`config.mk`:
```
export PLATFORM = sky130hd
export DESIGN_NAME = gtq_ctrl
export DESIGN_NICKNAME = d
export VERILOG_FILES = /design/src/rtl/gtq_pkg.sv /design/src/rtl/gtq_ctrl.sv
export VERILOG_INCLUDE_DIRS = /design/src /design/src/rtl
export SDC_FILE = /design/constraint.sdc
export NUM_CORES = 1
export LEC_CHECK = 0
export BUFFER_PORTS_ARGS = -buffer_cell sky130_fd_sc_hd__buf_2
export CORE_MARGIN = 5
export CORE_UTILIZATION = 46
export CTS_CLUSTER_DIAMETER = 150
export CTS_CLUSTER_SIZE = 20
export DETAILED_ROUTE_END_ITERATION = 12
export GPL_TIMING_DRIVEN = 1
export PLACE_DENSITY_LB_ADDON = 0.1
export SLEW_MARGIN = 30
export SYNTH_ARGS = -nofsm -noshare
export SYNTH_HDL_FRONTEND = slang
export SYNTH_SLANG_ARGS = --single-unit
```
`constraint.sdc`:
```
create_clock -name i_clk -period 1.75 [get_ports i_clk]
set_clock_uncertainty 0.1 [all_clocks]
set_input_delay 0.2625 -clock i_clk [delete_from_list [all_inputs] [get_ports i_clk]]
set_output_delay 0.2625 -clock i_clk [all_outputs]
set_load 0.01 [all_outputs]
```
`src/rtl/grouped_team_queue_defines.svh`:
```
// Assertion macros for the team queue.
`ifndef GROUPED_TEAM_QUEUE_DEFINES_SVH
`define GROUPED_TEAM_QUEUE_DEFINES_SVH

// Check a consequence in the same cycle.
`define GTQ_ASSERT_NOW(lbl, ante, cons) \
    lbl: assert property (@(posedge i_clk) disable iff (!i_rst_n) (ante) |-> (cons)) \
        else $error("team queue check failed");

// Check a consequence in the following cycle.
`define GTQ_ASSERT_NEXT(lbl, ante, cons) \
    lbl: assert property (@(posedge i_clk) disable iff (!i_rst_n) (ante) |=> (cons)) \
        else $error("team queue check failed");

`endif

```
`src/rtl/gtq_pkg.sv`:
```
// Shared types and constants of the team queue.
`timescale 1ns / 1ps
package gtq_pkg;
    localparam int ELEMENTS = 4096;
    localparam int TEAMS    = 64;
    localparam int CAPACITY = 256;
    localparam int ELEM_W   = 12;
    localparam int TEAM_W   = 6;
    localparam int SLOT_W   = 8;
    localparam int FREE_W   = 9;
    localparam int ORD_W    = 7;

    localparam logic [1:0] FN_LOAD = 2'd0;
    localparam logic [1:0] FN_ENQ  = 2'd1;
    localparam logic [1:0] FN_DEQ  = 2'd2;

    localparam logic [1:0] ST_OK    = 2'd0;
    localparam logic [1:0] ST_EMPTY = 2'd1;
    localparam logic [1:0] ST_FULL  = 2'd2;

    typedef struct packed {
        logic [1:0]        func;
        logic [ELEM_W-1:0] element_id;
        logic [TEAM_W-1:0] team_id;
    } t_in;

    typedef struct packed {
        logic [ELEM_W-1:0] out_element;
        logic              out_valid;
        logic [1:0]        status;
    } t_out;

    typedef struct packed {
        logic              clr;
        logic [ELEM_W-1:0] clr_idx;
        logic              cap;
        logic              enq_alloc;
        logic              enq_link;
        logic              deq_rd;
        logic              deq_pop;
        logic              deq_fin;
        logic              res_load;
        logic              res_elem;
    } t_cmd;

    typedef struct packed {
        logic empty;
        logic full;
        logic waiting;
    } t_sts;
endpackage

```
`src/rtl/gtq_ctrl.sv`:
```
// Controller of the team queue: sequencing, clearing sweep and result handshake.
`timescale 1ns / 1ps
`include "grouped_team_queue_defines.svh"
module gtq_ctrl (
    input  logic           i_clk,
    input  logic           i_rst_n,
    input  logic           i_in_valid,
    input  logic [1:0]     i_func,
    output logic           o_in_ready,
    input  logic           i_out_ready,
    output logic           o_out_valid,
    output logic           o_res_flag,
    output logic [1:0]     o_res_status,
    input  gtq_pkg::t_sts  i_sts,
    output gtq_pkg::t_cmd  o_cmd
);
    import gtq_pkg::*;

    typedef enum logic [7:0] {
        S_CLR  = 8'b0000_0001,
        S_IDLE = 8'b0000_0010,
        S_E1   = 8'b0000_0100,
        S_E2   = 8'b0000_1000,
        S_D1   = 8'b0001_0000,
        S_D2   = 8'b0010_0000,
        S_D3   = 8'b0100_0000,
        S_DONE = 8'b1000_0000
    } t_state;

    t_state            r_state, n_state;
    logic [ELEM_W-1:0] r_clr_cnt;
    logic [1:0]        r_status, n_status;
    logic              r_flag, n_flag;
    logic              r_ovld;
    logic              r_oflag;
    logic [1:0]        r_ostat;

    assign o_in_ready   = (r_state == S_IDLE);
    assign o_out_valid  = r_ovld;
    assign o_res_flag   = r_oflag;
    assign o_res_status = r_ostat;

    always_comb begin
        n_state  = r_state;
        n_status = r_status;
        n_flag   = r_flag;
        o_cmd    = '0;
        o_cmd.clr_idx  = r_clr_cnt;
        o_cmd.res_elem = r_flag;
        unique case (r_state)
            S_CLR: begin
                o_cmd.clr = 1'b1;
                if (r_clr_cnt == ELEM_W'(ELEMENTS - 1)) n_state = S_IDLE;
            end
            S_IDLE: begin
                n_status = ST_OK;
                n_flag   = 1'b0;
                if (i_in_valid) begin
                    o_cmd.cap = 1'b1;
                    priority if (i_func == FN_ENQ) begin
                        n_state = S_E1;
                    end else if (i_func == FN_DEQ) begin
                        if (i_sts.empty) begin
                            n_status = ST_EMPTY;
                            n_state  = S_DONE;
                        end else begin
                            n_state = S_D1;
                        end
                    end else begin
                        n_state = S_DONE;
                    end
                end
            end
            S_E1: begin
                if (i_sts.full) begin
                    n_status = ST_FULL;
                    n_state  = S_DONE;
                end else begin
                    o_cmd.enq_alloc = 1'b1;
                    n_state = i_sts.waiting ? S_E2 : S_DONE;
                end
            end
            S_E2: begin
                o_cmd.enq_link = 1'b1;
                n_state = S_DONE;
            end
            S_D1: begin
                o_cmd.deq_rd = 1'b1;
                n_state = S_D2;
            end
            S_D2: begin
                o_cmd.deq_pop = 1'b1;
                n_state = S_D3;
            end
            S_D3: begin
                o_cmd.deq_fin = 1'b1;
                n_flag  = 1'b1;
                n_state = S_DONE;
            end
            S_DONE: begin
                if (!r_ovld || i_out_ready) begin
                    o_cmd.res_load = 1'b1;
                    n_state = S_IDLE;
                end
            end
            default: n_state = S_CLR;
        endcase
    end

    always_ff @(posedge i_clk) begin
        if (!i_rst_n) begin
            r_state   <= S_CLR;
            r_clr_cnt <= '0;
            r_status  <= ST_OK;
            r_flag    <= 1'b0;
            r_ovld    <= 1'b0;
            r_oflag   <= 1'b0;
            r_ostat   <= ST_OK;
        end else begin
            r_state  <= n_state;
            r_status <= n_status;
            r_flag   <= n_flag;
            if (o_cmd.clr) r_clr_cnt <= r_clr_cnt + ELEM_W'(1);
            if (o_cmd.res_load) begin
                r_ovld  <= 1'b1;
                r_oflag <= r_flag;
                r_ostat <= r_status;
            end else if (i_out_ready) begin
                r_ovld <= 1'b0;
            end
        end
    end

    `GTQ_ASSERT_NEXT(a_stall_hold, r_state == S_DONE && r_ovld && !i_out_ready, r_state == S_DONE)
    `GTQ_ASSERT_NEXT(a_accept_busy, i_in_valid && o_in_ready, r_state != S_IDLE)
    `GTQ_ASSERT_NOW(a_flag_ok, o_out_valid && o_res_flag, o_res_status == ST_OK)
endmodule
```
==> results of run 1 <==
[layer usage]
| layer | part of all wire | GRT usage | up-vias |
|---|---|---|---|
| li1 | - | - | 655 |
| met1 | 0.43 | 0.2246 | 646 |
| met2 | 0.49 | 0.2995 | 42 |
| met3 | 0.047 | 0.02309 | 13 |
| met4 | 0.028 | 0.07532 | 0 |
| met5 | 0 | 0 | - |
[cells in the mapped netlist (3+ instances only)]
cell	count
xnor2_1	9
nor4b_1	3
nor2b_1	6
o21ai_0	6
mux2i_1	3
nand3_1	8
and4_1	3
or3_1	3
and2_1	10
nand4_1	3
dfxtp_1	27
a21boi_0	5
inv_1	5
nand2b_1	3
a21boi_1	3
nor2_1	8
nand2_1	17
[report_power, final]
group / internal, W / switching [W]
Clock: 0.0000860 / 0.000194
Combinational: 0.0000291 / 0.0000309
Sequential: 0.000616 / 0.00000598
Total: 0.000731 / 0.000231
[metrics by stage]
step                        util  area [µm²]
after floorplan                -        1326
after global placement    0.5894        1625
after detailed placement  0.5894        1625
after CTS                 0.6856        1891
after global routing      0.7446        2053
final                     0.7446        2053
[timing repair]
item,4_1_cts,5_1_grt
endpoints found under the hold margin,1,0
buffers inserted,12,6
pin swaps,5,7
hold buffers,1,0
gates resized for setup,35,28
setup endpoints to repair,19,31
[cells in the final DEF (no fill, tap or decap), types with 3 or more instances in the layout]
master    instances
clkbuf_4          3
buf_2            29
or3_1             3
nor2b_1           6
nand3_4           3
xnor2_1           9
nor4b_4           3
buf_4            20
nand4_1           3
a21boi_0          4
nand3_1           3
and2_1           10
dfxtp_4           3
o21ai_0           5
nand2_1          12
dfxtp_1          22
nor2_1            6
mux2i_1           3
inv_2             3
nand2b_1          3
nand2_2           4
nand3_2           4
buf_6            15
[how the worst min path moves through the flow]
| stage | start | end | slack (ns) |
|---|---|---|---|
| after floorplan | i_sts[1] | r_state[3] | 0.24 |
| after global placement | r_status[1] | r_status[1] | 0.35 |
| after detailed placement | r_status[1] | r_status[1] | 0.36 |
| after CTS | i_sts[1] | r_state[3] | 0.001 |
| after global routing | i_sts[1] | r_state[3] | 0.02 |
| final | i_sts[1] | r_state[3] | 0.02 |
[cell families after synthesis]
kind of cell / after synthesis
xor gates and xnor gates: 9
muxes: 3
AOI/OAI and AO/OA: 21
DFF: 27
and+or+nand+nor: 76
adders and majority gates: 1
buffers and inverters: 10
[state kept, by name, indices dropped and copies added, names as in the netlist]
signal	flops
r_clr_cnt	12
o_res_flag	1
r_state	8
r_status	2
r_flag	1
o_res_status	2
o_out_valid	1
[worst max-delay path, cell delays in order (launching register included)]
cell and delay (ns):
dfxtp_4 0.41, nor4_4 0.29, buf_4 0.19, nand2_2 0.08, nor3b_2 0.19, buf_2 0.16
[final cells by class]
type,count,area (µm²)
inverters,6,27.53
clock inverters,1,5.005
multi-input cells,110,910.9
fillers,188,704.4
clock buffers,3,22.52
well taps,31,38.79
flip-flops and latches,27,554.3
repair buffers,66,494.2
==> flow_summary.html, run 1 <==
<table>
<tr><th>Metric</th><th>Value</th></tr>
<tr><th colspan="2">STA</th></tr>
<tr><td>Final-layout worst hold slack</td><td>0.02197 ns</td></tr>
<tr><td>Final setup vio count</td><td>22</td></tr>
<tr><td>Fin crit period</td><td>2.006 ns</td></tr>
<tr><td>Final Max Slew Viols</td><td>0</td></tr>
<tr><td>Share of the clock period used by the worst path after layout</td><td>1.146</td></tr>
<tr><td>Peak clock frequency supported by timing</td><td>498.5 MHz</td></tr>
<tr><td>Headroom to the max-slew limit</td><td>0.7724</td></tr>
<tr><td>Worst path setup slack after routing</td><td>-0.2559 ns</td></tr>
<tr><td>Unrepaired setup endpoints after global routing</td><td>yes</td></tr>
<tr><td>Hold Fails Final Rpt</td><td>0</td></tr>
<tr><td>Final sum of negative setup slack</td><td>-3.043 ns</td></tr>
<tr><td>Transition time at the pin with the least slew margin</td><td>0.3361 ns</td></tr>
<tr><th colspan="2">Setup path</th></tr>
<tr><td>Endpoint of the most critical register-to-register path</td><td>r_clr_cnt[8]</td></tr>
<tr><td>Reg2reg path depth</td><td>8</td></tr>
<tr><td>Kind of critical path</td><td>flip-flop to output pin</td></tr>
<tr><td>Worst setup slack for register-to-register paths</td><td>-0.16 ns</td></tr>
<tr><td>Startpoint of the most critical setup path</td><td>r_state[7]</td></tr>
<tr><td>Endpoint of the worst setup timing path</td><td>o_cmd[3]</td></tr>
<tr><td>Worst Path Max Fanout</td><td>5</td></tr>
<tr><td>Nature of the critical path endpoint</td><td>output pin</td></tr>
<tr><td>Data arrival time of the critical path</td><td>around 1.6 ns</td></tr>
<tr><td>R2r startpoint</td><td>r_state[5]</td></tr>
<tr><td>CP Data Required Time</td><td>1.39 ns</td></tr>
<tr><td>Worst Setup Start Kind</td><td>flip-flop</td></tr>
<tr><th colspan="2">Synth</th></tr>
<tr><td>Post-synthesis cell type with the largest combined area</td><td>dfxtp_1</td></tr>
<tr><td>Post-synthesis instance total</td><td>147</td></tr>
<tr><td>Fraction of synthesis flops using an asynchronous set or reset pin</td><td>0</td></tr>
<tr><td>Number of storage elements in the synthesis netlist</td><td>27</td></tr>
<tr><td>Share of synthesized cell area in and, or, nand and nor gates</td><td>0.3528</td></tr>
<tr><td>Post-synthesis mux area share</td><td>0.02264</td></tr>
<tr><td>Fraction of synthesized cell area in xor and xnor cells</td><td>0.05943</td></tr>
<tr><td>Distinct cell type count of the synthesized netlist</td><td>37</td></tr>
<tr><td>Synth area leaders</td><td>dfxtp_1, xnor2_1, nand2_1, and2_1, nand3_1</td></tr>
<tr><td>Mapped Nets</td><td>about 160</td></tr>
<tr><td>Number of synthesized flops with an enable pin</td><td>0</td></tr>
<tr><td>Total standard cell area after synthesis</td><td>between 0.001 and 0.0015 mm²</td></tr>
<tr><td>Number of warnings issued by yosys</td><td>0</td></tr>
<tr><td>Mean cell area of the mapped netlist</td><td>between 9 and 10 µm²</td></tr>
<tr><td>Largest family of logic cells by synthesized area</td><td>simple AND/OR/NAND/NOR gates</td></tr>
<tr><td>Share of the synthesized area in the top cell type</td><td>0.4075</td></tr>
<tr><td>Fraction of the mapped netlist area in compound gates</td><td>0.1132</td></tr>
<tr><td>Register area share after synthesis</td><td>0.4075</td></tr>
<tr><td>Share of synthesized cell area in full adder, half adder and majority cells</td><td>0.009434</td></tr>
<tr><td>Dominant register cell in the synthesized netlist</td><td>dfxtp_1</td></tr>
<tr><th colspan="2">Floorplanning</th></tr>
<tr><td>Initial core utilization</td><td>0.4809</td></tr>
<tr><td>CORE AREA</td><td>0.002758 mm²</td></tr>
<tr><td>Height of the chip</td><td>63.70 µm</td></tr>
<tr><td>Number of rows in the core area</td><td>19</td></tr>
<tr><td>Overall die area</td><td>0.004057 mm²</td></tr>
<tr><td>Number of placed I/O pins</td><td>35</td></tr>
<tr><td>Width of the chip</td><td>63.70 µm</td></tr>
<tr><th colspan="2">Detailed routing</th></tr>
<tr><td>Total detailed-routing wirelength</td><td>3.842 mm</td></tr>
<tr><td>DR DRC count</td><td>0</td></tr>
<tr><td>Per-cell routed wire length</td><td>15.75 µm</td></tr>
<tr><td>Initial DRC count</td><td>53</td></tr>
<tr><td>Count of antenna-violating nets left after detailed routing</td><td>0</td></tr>
<tr><td>Vias after detailed routing</td><td>1356</td></tr>
<tr><td>Iteration count of the initial detailed-routing pass</td><td>4</td></tr>
<tr><td>Via density per instance</td><td>5.557</td></tr>
<tr><th colspan="2">Clock network</th></tr>
<tr><td>CTS tree</td><td>yes</td></tr>
<tr><td>CTS clock-pin slew for the worst setup and hold paths</td><td>0.16 ns</td></tr>
<tr><td>Maximum level of the CTS H-tree</td><td>1</td></tr>
<tr><td>Clk Tree Root Cell</td><td>clkbuf_4</td></tr>
<tr><td>Clock net sink count</td><td>27</td></tr>
<tr><td>Clock latency on the worst-skew pair</td><td>~0.34 ns</td></tr>
<tr><td>Bufs on Longest Clock Path</td><td>2</td></tr>
<tr><td>Number of buffers inserted during clock tree synthesis</td><td>3</td></tr>
<tr><th colspan="2">GRT</th></tr>
<tr><td>Total GRT Usage</td><td>0.1778</td></tr>
<tr><td>Via count of the first global-routing pass</td><td>1306</td></tr>
<tr><td>Global-route wire length before repair</td><td>5.954 mm</td></tr>
<tr><td>Antenna violations before repair</td><td>0</td></tr>
<tr><td>Pin count of the biggest net entering global routing</td><td>16</td></tr>
<tr><td>Total global routing overflow</td><td>0</td></tr>
<tr><th colspan="2">Final layout</th></tr>
<tr><td>Fraction of layout cells with a size suffix above 1</td><td>0.5070</td></tr>
<tr><td>Post-layout net count</td><td>224</td></tr>
<tr><td>Synth-to-Final Area Change</td><td>54.81%</td></tr>
<tr><td>Post-route non-filler standard cell count</td><td>between 200 and 250</td></tr>
<tr><td>Antenna Diode Count</td><td>0</td></tr>
<tr><th colspan="2">Run status</th></tr>
<tr><td>Result of the run</td><td>complete, but fails checks</td></tr>
<tr><td>Failing checks</td><td>negative setup slack</td></tr>
<tr><th colspan="2">Pwr</th></tr>
<tr><td>Worst voltage drop across the vdd grid</td><td>between 0.4 and 0.5 mV</td></tr>
<tr><td>Power density over the cells</td><td>468.6 mW/mm²</td></tr>
<tr><td>Leakage power summed over all cells</td><td>0.8554 nW</td></tr>
<tr><td>Sum of internal, switching and leakage power</td><td>0.0009622 W</td></tr>
<tr><th colspan="2">Place</th></tr>
<tr><td>Post-placement setup slack</td><td>-0.03445 ns</td></tr>
<tr><td>Buffers added on ports</td><td>34</td></tr>
<tr><td>Half-perimeter wire length after placement</td><td>roughly 2.4 mm</td></tr>
<tr><td>Final weighted congestion in routability-driven placement</td><td>0.8693</td></tr>
<tr><td>Placed Instances</td><td>223</td></tr>
<tr><th colspan="2">Hold path</th></tr>
<tr><td>Path class of the lowest-slack min-delay path</td><td>input port to flip-flop</td></tr>
<tr><td>Worst hold stages</td><td>2</td></tr>
<tr><th colspan="2">Flow run</th></tr>
<tr><td>Total of max-cap violations</td><td>0</td></tr>
</table>
(Power assumes the default switching activity.)
==> run 2, diff against run 1 <==
--- a/config.mk
+++ b/config.mk
@@ -6,9 +6,12 @@
 export SDC_FILE = /design/constraint.sdc
 export NUM_CORES = 1
 export LEC_CHECK = 0
+export ABC_AREA = 1
 export BUFFER_PORTS_ARGS = -buffer_cell sky130_fd_sc_hd__buf_2
+export CAP_MARGIN = 20
 export CORE_MARGIN = 5
-export CORE_UTILIZATION = 46
+export CORE_UTILIZATION = 48
+export CTS_BUF_LIST = sky130_fd_sc_hd__clkbuf_16
 export CTS_CLUSTER_DIAMETER = 150
 export CTS_CLUSTER_SIZE = 20
 export DETAILED_ROUTE_END_ITERATION = 12
==> run 2 against run 1 <==
The flow now finishes without violations. Sequential power increased by 4.0%. Global-route usage decreased by 0.45 points. Combinational power increased to 2.9 times the previous value. Flip-flop and latch count unchanged. Die area increased by 7.5%. Largest power group unchanged. Critical path depth increased by 1. Non-clock buffer count decreased by 22. Synthesized cell count increased by 46%. Highest routed layer unchanged. Clock power increased by 85%.
==> flow_summary.html, run 2 <==
<table>
<tr><th>Metric</th><th>Value</th></tr>
<tr><th colspan="2">Clock network</th></tr>
<tr><td>Bufs on Longest Clock Path</td><td>2</td></tr>
<tr><td>Maximum level of the CTS H-tree</td><td>1</td></tr>
<tr><td>Hold buffer count at cts</td><td>0</td></tr>
<tr><td>CTS clock-pin slew for the worst setup and hold paths</td><td>0.06 ns</td></tr>
<tr><td>Clk Tree Root Cell</td><td>clkbuf_16</td></tr>
<tr><td>Clock latency on the worst-skew pair</td><td>0.26 ns</td></tr>
<tr><td>Clock net sink count</td><td>27</td></tr>
<tr><td>CTS tree</td><td>yes</td></tr>
<tr><td>Number of buffers inserted during clock tree synthesis</td><td>3</td></tr>
<tr><th colspan="2">Detailed routing</th></tr>
<tr><td>DR DRC count</td><td>0</td></tr>
<tr><td>Per-cell routed wire length</td><td>11.43 µm</td></tr>
<tr><td>Via density per instance</td><td>~4.7</td></tr>
<tr><td>Initial DRC count</td><td>between 40 and 50</td></tr>
<tr><td>Iteration count of the initial detailed-routing pass</td><td>4</td></tr>
<tr><td>Count of antenna-violating nets left after detailed routing</td><td>0</td></tr>
<tr><td>Vias after detailed routing</td><td>approximately 1400</td></tr>
<tr><td>Total detailed-routing wirelength</td><td>3.453 mm</td></tr>
<tr><th colspan="2">STA</th></tr>
<tr><td>Worst path setup slack after routing</td><td>0.07951 ns</td></tr>
<tr><td>Final Max Slew Viols</td><td>0</td></tr>
<tr><td>Transition time at the pin with the least slew margin</td><td>0.3145 ns</td></tr>
<tr><td>Share of the clock period used by the worst path after layout</td><td>0.9546</td></tr>
<tr><td>Final-layout worst hold slack</td><td>0.1753 ns</td></tr>
<tr><td>Peak clock frequency supported by timing</td><td>598.6 MHz</td></tr>
<tr><td>Unrepaired setup endpoints after global routing</td><td>yes</td></tr>
<tr><td>Hold Fails Final Rpt</td><td>0</td></tr>
<tr><td>Fin crit period</td><td>1.670 ns</td></tr>
<tr><td>Headroom to the max-slew limit</td><td>0.7895</td></tr>
<tr><td>Final setup vio count</td><td>0</td></tr>
<tr><th colspan="2">Pwr</th></tr>
<tr><td>Sw Share</td><td>0.2475</td></tr>
<tr><td>Cell Int Power</td><td>0.001005 W</td></tr>
<tr><td>Portion of total power attributed to the clock network</td><td>0.388</td></tr>
<tr><td>Proportion of power drawn by combinational gates</td><td>0.128</td></tr>
<tr><td>Leakage power summed over all cells</td><td>0.8819 nW</td></tr>
<tr><td>Sum of internal, switching and leakage power</td><td>0.001336 W</td></tr>
<tr><td>Power spent charging and discharging nets</td><td>0.0003306 W</td></tr>
<tr><td>Register share of total power</td><td>0.484</td></tr>
<tr><td>Power density over the cells</td><td>713.1 mW/mm²</td></tr>
<tr><td>Worst voltage drop across the vdd grid</td><td>0.5585 mV</td></tr>
<tr><th colspan="2">Place</th></tr>
<tr><td>Placement Cell Area</td><td>0.001707 mm²</td></tr>
<tr><td>Buffers added on ports</td><td>34</td></tr>
<tr><td>Post-placement setup slack</td><td>around 0.21 ns</td></tr>
<tr><td>Half-perimeter wire length after placement</td><td>2.520 mm</td></tr>
<tr><td>Final weighted congestion in routability-driven placement</td><td>0.8186</td></tr>
<tr><th colspan="2">Synth</th></tr>
<tr><td>Fraction of synthesis flops using an asynchronous set or reset pin</td><td>0</td></tr>
<tr><td>Number of synthesized flops with an enable pin</td><td>0</td></tr>
<tr><td>Mapped Nets</td><td>225</td></tr>
<tr><td>Ranking of synthesized cells by instance count</td><td>nand2_1, nor2_1, inv_1</td></tr>
<tr><td>Register area share after synthesis</td><td>0.3585</td></tr>
<tr><td>Post-synthesis instance total</td><td>215</td></tr>
<tr><td>Synth area leaders</td><td>dfxtp_1, nand2_1, nor2_1, inv_1, nor2_4</td></tr>
<tr><td>Total standard cell area after synthesis</td><td>0.001508 mm²</td></tr>
<tr><td>Number of warnings issued by yosys</td><td>0</td></tr>
<tr><td>Mean cell area of the mapped netlist</td><td>7.013 µm²</td></tr>
<tr><td>Cell with the most instances after synthesis</td><td>nand2_1</td></tr>
<tr><td>Number of storage elements in the synthesis netlist</td><td>27</td></tr>
<tr><td>Share of the synthesized area in the top cell type</td><td>0.3585</td></tr>
<tr><td>Distinct cell type count of the synthesized netlist</td><td>29</td></tr>
<tr><td>Dominant register cell in the synthesized netlist</td><td>dfxtp_1</td></tr>
<tr><td>Post-synthesis cell type with the largest combined area</td><td>dfxtp_1</td></tr>
<tr><th colspan="2">Floorplanning</th></tr>
<tr><td>Height of the chip</td><td>66.05 µm</td></tr>
<tr><td>CORE AREA</td><td>around 0.0030 mm²</td></tr>
<tr><td>Initial core utilization</td><td>0.4979</td></tr>
<tr><td>Width of the chip</td><td>approximately 66 µm</td></tr>
<tr><td>Number of placed I/O pins</td><td>35</td></tr>
<tr><td>Number of rows in the core area</td><td>20</td></tr>
<tr><td>Overall die area</td><td>approximately 0.0044 mm²</td></tr>
<tr><th colspan="2">Setup path</th></tr>
<tr><td>Endpoint of the worst setup timing path</td><td>o_cmd[3]</td></tr>
<tr><td>Startpoint of the most critical setup path</td><td>r_state[1]</td></tr>
<tr><td>Endpoint of the most critical register-to-register path</td><td>r_state[1]</td></tr>
<tr><td>Worst Path Max Fanout</td><td>5</td></tr>
<tr><td>Data arrival time of the critical path</td><td>1.31 ns</td></tr>
<tr><td>Kind of critical path</td><td>flip-flop to output pin</td></tr>
<tr><td>Nature of the critical path endpoint</td><td>output pin</td></tr>
<tr><td>Reg2reg path depth</td><td>9</td></tr>
<tr><td>Worst setup slack for register-to-register paths</td><td>0.21 ns</td></tr>
<tr><td>Worst Setup Start Kind</td><td>flip-flop</td></tr>
<tr><td>CP Data Required Time</td><td>1.39 ns</td></tr>
<tr><td>R2r startpoint</td><td>r_clr_cnt[1]</td></tr>
<tr><th colspan="2">Final layout</th></tr>
<tr><td>Most frequent cells in the layout</td><td>nand2_1, buf_2, inv_1, nor2_1, dfxtp_1</td></tr>
<tr><td>Max reg flops</td><td>12</td></tr>
<tr><td>Post-layout net count</td><td>269</td></tr>
<tr><td>Final standard cell utilization of the core</td><td>0.6186</td></tr>
<tr><td>Synth-to-Final Area Change</td><td>24.23%</td></tr>
<tr><td>Largest registers ranked by flip-flop count</td><td>r_clr_cnt: 12 flops, r_state: 8 flops</td></tr>
<tr><td>Biggest register</td><td>r_clr_cnt</td></tr>
<tr><td>Post-route cell area</td><td>0.001873 mm²</td></tr>
<tr><td>Most frequent standard cell in the layout excluding fill and tap cells</td><td>nand2_1</td></tr>
<tr><td>Antenna Diode Count</td><td>0</td></tr>
<tr><td>Fraction of layout cells with a size suffix above 1</td><td>0.3411</td></tr>
<tr><th colspan="2">GRT</th></tr>
<tr><td>Pin count of the biggest net entering global routing</td><td>15</td></tr>
<tr><td>Via count of the first global-routing pass</td><td>between 1000 and 1500</td></tr>
<tr><td>Global-route wire length before repair</td><td>5.947 mm</td></tr>
<tr><td>Total GRT Usage</td><td>0.1732</td></tr>
<tr><td>Antenna violations before repair</td><td>0</td></tr>
<tr><td>Total global routing overflow</td><td>0</td></tr>
<tr><th colspan="2">Hold path</th></tr>
<tr><td>Hold path startpoint</td><td>i_sts[0]</td></tr>
<tr><td>Path class of the lowest-slack min-delay path</td><td>input port to flip-flop</td></tr>
<tr><th colspan="2">Flow run</th></tr>
<tr><td>Total of max-cap violations</td><td>0</td></tr>
<tr><th colspan="2">Run status</th></tr>
<tr><td>Result of the run</td><td>finished, final reports clean</td></tr>
</table>
-- run 2: changes by cell type in the layout (fill, tap and decap cells not counted), sizes merged, moves of 4 or more --
cell,delta
o21ai,+4
nor4b,-4
a21boi,-8
nor3,+10
xnor2,-8
buf,-21
nor2b,-6
nor2,+36
a21oi,+12
inv,+31
and2,-10
nand3,+4
nand2,+28
-- run 2: layer usage --
metal | up-vias | share of wire | GRT usage
met1 | 633 | 0.53 | 0.2604
met4 | 0 | 0.015 | 0.06599
met5 | - | 0 | 0
met2 | 26 | 0.43 | 0.2528
met3 | 7 | 0.027 | 0.01531
li1 | 756 | - | -
-- run 2: metrics by stage --
step / std cells / setup TNS [ns]
after global placement: 289 / 0
final: 302 / 0
after CTS: 296 / 0
after global routing: 302 / -0.06379
after detailed placement: 289 / 0
after floorplan: 215 / 0
-- run 2: critical path, cell delays in order, from the launching register on --
cell and delay (ns):
dfxtp_1 0.36, nor2_2 0.13, nand2_1 0.09, inv_2 0.10, nand4_1 0.16, inv_1 0.08, buf_2 0.12
-- run 2: final cells by class --
cell class / instances / area, µm²
clock buffers: 3 / 75.07
clock inverters: 1 / 3.754
fillers: 296 / 1155
inverters: 36 / 136.4
multi-input cells: 147 / 814.5
flip-flops and latches: 27 / 543.0
well taps: 44 / 55.05
repair buffers: 44 / 245.2
-- run 2: worst min path at each step --
stage,to,depth (start not counted)
CTS,r_status[0],3
global route,r_state[3],3
finish,r_state[3],3
detailed placement,o_res_status[1],2
floorplan,r_state[4],1
global placement,o_res_status[1],2
-- run 2: power groups by stage --
stage | sequential (W) | combinational, W | clock [W]
finish | 0.000647 | 0.000171 | 0.000518
global route | 0.000650 | 0.000193 | 0.000556
CTS | 0.000645 | 0.000151 | 0.000530
detailed placement | 0.000659 | 0.000150 | 0
global placement | 0.000659 | 0.000150 | 0
floorplan | 0.000664 | 0.000101 | 0
-- run 2: logic make-up after synthesis --
kind of cell,share of synthesized area
simple gates,0.4232
fa+ha+maj,0.008297
buf+inv,0.1129
flops,0.3585
xor+xnor,0.01162
compound gates,0.08547
-- run 2: repair_timing --
action / CTS / global route
pin swaps: 2 / 3
cloned: 0 / 0
setup endpoints to repair: 2 / 5
resized for setup: 0 / 8
buffers inserted: 3 / 6
